File: config.mk
export PLATFORM = sky130hd
export DESIGN_NAME = sfd_ctrl
export DESIGN_NICKNAME = d
export VERILOG_FILES = /design/src/hdl/sfd_pkg.sv /design/src/hdl/sfd_ctrl.sv
export SDC_FILE = /design/constraint.sdc
export NUM_CORES = 1
export LEC_CHECK = 0
export BUFFER_PORTS_ARGS = -buffer_cell sky130_fd_sc_hd__buf_2
export CORE_UTILIZATION = 30
export CTS_BUF_LIST = sky130_fd_sc_hd__clkbuf_4
export DETAILED_ROUTE_END_ITERATION = 6
export PLACE_DENSITY = 0.5
export SYNTH_ARGS = -nofsm -noshare
export SYNTH_HDL_FRONTEND = slang
export SYNTH_SLANG_ARGS = --single-unit
File: constraint.sdc
create_clock -name clk -period 2.17 [get_ports clk]
set_input_delay 0.1085 -clock clk [delete_from_list [all_inputs] [get_ports clk]]
set_output_delay 0.1085 -clock clk [all_outputs]
set_load 0.03 [all_outputs]
File: src/hdl/sfd_pkg.sv
// Shared constants, types and controller/datapath interface for the serial frame detector.
package sfd_pkg;

    localparam int BYTE_W    = 8;
    localparam int BUF_DEPTH = 512;
    localparam int BUF_AW    = $clog2(BUF_DEPTH);
    localparam int IDX_W     = BUF_AW + 1;
    localparam int CAP_DEPTH = 256;
    localparam int CAP_AW    = $clog2(CAP_DEPTH);
    localparam int CFG_AW    = 1;

    localparam logic [BYTE_W-1:0] FLOOR_LEN   = 8'd4;
    localparam logic [BYTE_W-1:0] HEADER_RST  = 8'hC1;
    localparam logic [BYTE_W-1:0] MIN_LEN_RST = 8'd4;

    localparam logic [CFG_AW-1:0] CFG_HEADER  = 1'b0;
    localparam logic [CFG_AW-1:0] CFG_MIN_LEN = 1'b1;

    // receive buffer word: running byte sum up to and including this entry, and the byte
    typedef struct packed {
        logic [BYTE_W-1:0] psum;
        logic [BYTE_W-1:0] data;
    } buf_word_t;

    typedef struct packed {
        logic latch;      // input beat taken
        logic wr_buf;     // store received byte, run length checks
        logic rd_head1;   // buffer read at head + 1
        logic eval;       // checksum verdict cycle
        logic copy;       // issue one copy read
        logic idx_adv;    // advance write index
        logic idx_clr;    // restart write index
        logic load_out;   // load output register
    } sfd_cmd_t;

    typedef struct packed {
        logic len_ok;
        logic chk_ok;
        logic cnt_last;
        logic out_free;
    } sfd_status_t;

endpackage

File: src/hdl/sfd_ctrl.sv
// Sequencing state machine for the frame detector.
module sfd_ctrl (
    input  logic                 clk,
    input  logic                 rst_n,
    input  logic                 s_tvalid,
    input  logic                 s_tuser,
    output logic                 s_tready,
    input  sfd_pkg::sfd_status_t st,
    output sfd_pkg::sfd_cmd_t    cmd
);
    import sfd_pkg::*;

    typedef enum logic [7:0] {
        ST_IDLE  = 8'b0000_0001,
        ST_RDCAP = 8'b0000_0010,
        ST_WRITE = 8'b0000_0100,
        ST_CK0   = 8'b0000_1000,
        ST_CK1   = 8'b0001_0000,
        ST_CK2   = 8'b0010_0000,
        ST_COPY  = 8'b0100_0000,
        ST_DONE  = 8'b1000_0000
    } state_t;

    state_t state_reg, state_next;

    always_ff @(posedge clk or negedge rst_n)
    begin
        if (!rst_n)
        begin
            state_reg <= ST_IDLE;
        end
        else
        begin
            state_reg <= state_next;
        end
    end

    always_comb
    begin
        state_next = state_reg;
        cmd        = '0;
        s_tready   = 1'b0;
        unique case (state_reg)
            ST_IDLE:
            begin
                s_tready = 1'b1;
                if (s_tvalid)
                begin
                    cmd.latch  = 1'b1;
                    state_next = s_tuser ? ST_RDCAP : ST_WRITE;
                end
            end
            ST_RDCAP:
            begin
                state_next = ST_DONE;
            end
            ST_WRITE:
            begin
                cmd.wr_buf = 1'b1;
                if (st.len_ok)
                begin
                    state_next = ST_CK0;
                end
                else
                begin
                    cmd.idx_adv = 1'b1;
                    state_next  = ST_DONE;
                end
            end
            ST_CK0:
            begin
                state_next = ST_CK1;
            end
            ST_CK1:
            begin
                cmd.rd_head1 = 1'b1;
                state_next   = ST_CK2;
            end
            ST_CK2:
            begin
                cmd.eval = 1'b1;
                if (st.chk_ok)
                begin
                    state_next = ST_COPY;
                end
                else
                begin
                    cmd.idx_adv = 1'b1;
                    state_next  = ST_DONE;
                end
            end
            ST_COPY:
            begin
                cmd.copy = 1'b1;
                if (st.cnt_last)
                begin
                    cmd.idx_clr = 1'b1;
                    state_next  = ST_DONE;
                end
            end
            ST_DONE:
            begin
                if (st.out_free)
                begin
                    cmd.load_out = 1'b1;
                    state_next   = ST_IDLE;
                end
            end
            default:
            begin
                state_next = ST_IDLE;
            end
        endcase
    end

endmodule

# After elaboration in Yosys (flattened, before gate mapping)
# Index checks and enable logic that the tools add are counted.
dict set report totals {
  register_bits 8
  inputBits 8
  elab_cells 34
}
dict set report classes {
  n_eq_ne 11
  mux 21
  reduce_logical 1
}
# cell n
set op_table {}
lappend op_table {{$pmux 8 s8} 1}
lappend op_table {{$mux 8} 5}
lappend op_table {{$mux 1} 13}
lappend op_table {{$eq 8x1->1 const B} 1}
lappend op_table {{$eq 8x2->1 const B} 1}
lappend op_table {{$eq 8x3->1 const B} 1}
lappend op_table {{$eq 8x4->1 const B} 1}
lappend op_table {{$eq 8x5->1 const B} 1}
lappend op_table {{$eq 8x6->1 const B} 1}
lappend op_table {{$eq 8x7->1 const B} 1}
lappend op_table {{$eq 8x8->1 const B} 1}
lappend op_table {{$ne 2x2->1 const B} 3}
lappend op_table {{$mux 3} 1}
lappend op_table {{$reduce_and 3->1} 1}
lappend op_table {{$pmux 1 s2} 1}

# Depth between registers and ports, before layout
dict set report logic_depth {
  ltp_word 3
  ltp_mapped 5
  mapped_depth_nobuf 5
}

# Worst setup path after synthesis
# Ideal clock, no wire load.
dict set report synth_path {
  path_kind {register to output}
  startpoint {reg state_reg[1]}
  endpoint {out cmd[1] in the netlist's numbering}
  arrival_ns 2.204
  required_time_ns 2.061
  slack_ns -0.143
  stages_incl_launch_ff 5
  cell_sequence {dfrtp_1 nor2_1 nand2_1 nor4_1 and2_1}
}
# item line_no
set synth_lines {}
lappend synth_lines {{start, declared} sfd_ctrl.sv:24} ;# state_t state_reg, state_next;
lappend synth_lines {{start signal, assigned} sfd_ctrl.sv:34} ;# state_reg <= state_next;
lappend synth_lines {{end, declared} sfd_ctrl.sv:9} ;# output sfd_pkg::sfd_cmd_t cmd

==> reports/metrics.yaml <==
outcome:
  outcome: "complete, but fails checks"
  failed_checks: "design-rule violations"
cts:
  tritoncts: "built"
  cts_root_buffer: "sky130_fd_sc_hd__clkbuf_4"
  cts_htree_levels: 1
  cts_resized: 0
  cts_buffers: 3
  clock_tree.buffer_depth: 2
  tritoncts_num_sinks: 8
  clkTransAtPathRegs_ps: 60
  worst_skew_pair.late_latency_ps: 260
synth:
  ys_types: 24
  syn-num-nets: 62
  synth.area.top_cells: "sky130_fd_sc_hd__dfrtp_1 (33%), sky130_fd_sc_hd__nor4_4 (8.0%), sky130_fd_sc_hd__dfstp_2 (5.0%)"
  post_synth_mux_area_share_pct: 0
  syn_avg_cell_area_sq_um: 9.80
  asyncSetResetFlopFracSynth_pct: 100
  synth.cell_area_sq_um: 529
  yosys.area_share.xor_xnor_pct: 0
  synth-seq-area-share_pct: 38.1
  synthesis.yosys.warnings: 0
  synth_adder_area_share_pct: 0
  synth-simple-area-share_pct: 46.1
  postSynthCellCount: 54
  synth-compound-area-share_pct: 12.3
  post_synth_top_flop: "sky130_fd_sc_hd__dfrtp_1"
  synth_top_family_by_area: "simple AND/OR/NAND/NOR gates"
  synth_top_area_cell: "sky130_fd_sc_hd__dfrtp_1"
  synth_seq_cells: 8
  synth-edff-count: 0
  synthDominantCellAreaShare_pct: 33.1
pwr:
  worst_ir_drop_vdd_v: 0.000526
  power-per-cell-area_mw_per_mm2: 1000
  power.static_leakage_nw: 0.348
placed_design:
  gp_routability_congestion: 0.791
  port_buffers: 16
  post-dp-hpwl_um: 928
  dp_slack_ps: 407
layout:
  num_antenna_cells: 0
  final_net_count: 84
  fillers: 161
  area_growth_syn_to_layout_pct: 27.7
  final_common_cell: "sky130_fd_sc_hd__buf_2"
  largest_register_ff_count: 8
  final_layout_size_suffix_gt1_share_pct: 37.3
  most-common-layout-cells: "sky130_fd_sc_hd__buf_2 (16), sky130_fd_sc_hd__dfrtp_1 (7), sky130_fd_sc_hd__nor2_1 (6)"
timing:
  clock.fmax_mhz: 495
  grt_setup_unrepaired: "no"
  finalCritPeriodShare_pct: 93.1
  tightest_slew_ps: 334
  worst_slack_ps: 149
  timing.hold.ws_ps: 36.2
  timing.setup.tns_ps: 0
  finalCriticalPeriod_ps: 2020
  timing.final.hold_violations: 0
  worst_clock_skew_ps: 10.0
  final_max_slew_viol_count: 0
  timing.slew.headroom_pct: 77.6
  setup-violations-final: 0
routing:
  ant_nets: 0
  routed_wl_mm: 1.18
  firstDrtPassIters: 7
  vias_per_cell: 5.13
  drc: 1
  drt_first_iter_violations: 15
  num_vias: 467
  drt-wirelength-per-cell_um: 13.0
critical_path:
  timing.critical_path.to_type: "output port"
  worst-r2r-setup-slack_ps: 450
  crit_path_cell_trace: "nor4_4 -> nand2_2 -> nor3b_4 -> and2_1 -> buf_2"
  cp-start-kind: "flop"
  critPathMaxFanout: 7
  critPathRequiredTime_ps: 2060
  worst_r2r_endpoint: "state_reg[0]"
  critPathTopFamily: "simple AND/OR/NAND/NOR gates"
  worst_path_class_setup: "reg2out"
  cp_num_buf_inv: 1
  regToRegStartpoint: "state_reg[4]"
  r2r_cells: 5
  critical-path-slowest-cell: "sky130_fd_sc_hd__dfrtp_1"
  critical-path-max-stage-delay_ps: 470
  critical_path_arrival_ps: 1910
flow_run:
  cap_viol_max_count: 0
floorplan:
  core-area_sq_mm: 0.00158
  floorplan.initialDensity_pct: 33.6
  dieArea_sq_mm: 0.00194
  boundaryPins: 17
  dieHeight_um: 44
  rows: 14
  die_w_um: 44
worst_hold_path:
  min_delay_path_depth: 2
  sink_of_the_worst_hold_path: "state_reg[7]"
  hold_start: "st[0]"
  worst_hold_path_type: "in2reg"
grt:
  use_met1_pct: 17.2
  global_routing_usage_summed_across_all_routing_layers_pct: 14.7
  grt_first_pass_wirelength_mm: 1.93
  number_of_antenna_violations_at_the_first_check_in_global_routing: 0
  grt_overflow: 0
  vias_in_the_first_global_route: 427
  grt.met3_usage_pct: 7.92
  grt-busiest-layer: "met2"
  grt_start_max_net_pins: 9
  grt.met2_usage_pct: 22.6
[how the worst max path moves through the flow]
stage	from	end	slack [ps]	cells past startpoint
2_1_floorplan	state_reg[4]	state_reg[7]	230	5
3_3_place_gp	state_reg[4]	cmd[7]	400	5
3_5_place_dp	state_reg[4]	cmd[7]	410	5
4_1_cts	state_reg[4]	cmd[7]	110	5
5_1_grt	state_reg[4]	cmd[7]	40	5
6_report	state_reg[4]	cmd[7]	150	5
[what timing repair did]
| item | in CTS | in global routing |
|---|---|---|
| hold buffers | 1 | 0 |
| setup buffers | 0 | 0 |
| hold endpoints to repair | 8 | 0 |
[power breakdown]
| part | internal [W] | switching [W] |
|---|---|---|
| sequential | 0.000180 | 0.0000412 |
| clock | 0.0000832 | 0.0000566 |
| combinational | 0.000137 | 0.000179 |
[cell families after synthesis]
family                 Yosys count
and+or+nand+nor                 34
AOI/OAI and AO/OA                7
DFF                              8
buffers and inverters            5
[final cells by class]
| class | instances | area [sq um] | area share, % |
|---|---|---|---|
| clock buffer | 4 | 30.0 | 4.44 |
| inverter | 5 | 18.8 | 2.78 |
| multi-input combinational | 41 | 315 | 46.7 |
| sequential | 8 | 201 | 29.8 |
| tap | 16 | 20.0 | 2.96 |
| timing repair buffer | 17 | 90.1 | 13.3 |
[worst reg2reg max path, cell delays in order (launching register included)]
cell and delay (ps):
sky130_fd_sc_hd__dfrtp_1 470, sky130_fd_sc_hd__nor4_4 420, sky130_fd_sc_hd__nand2_2 130, sky130_fd_sc_hd__nor3b_4 280, sky130_fd_sc_hd__and2b_1 210, sky130_fd_sc_hd__a2bb2oi_2 150
[metrics by stage]
step | total power (W) | instances | util (%) | cell area (sq um)
after floorplan | 0.000466 | 54 | - | 536
after global placement | 0.000543 | 86 | 40.3 | 636
after detailed placement | 0.000539 | 86 | 40.3 | 636
after CTS | 0.000687 | 91 | 42.9 | 676
after global routing | 0.000723 | 91 | 42.9 | 676
final | 0.000677 | 91 | 42.9 | 676
[metal layers]
layer	wire, um	up-vias
met5	0	-
li1	-	236
met2	547	22
met1	518	207
met3	102	2
met4	10	0
[synth_stat cells, drive strengths merged (2+ instances only)]
master,number
inv,5
nand2b,3
o21ai,2
and2,3
nor2,6
and4b,2
nand2,6
nor4,4
dfrtp,7
and2b,2
o32ai,2
nand4b,2
nor2b,2
Power figures use the tool's default switching activity.
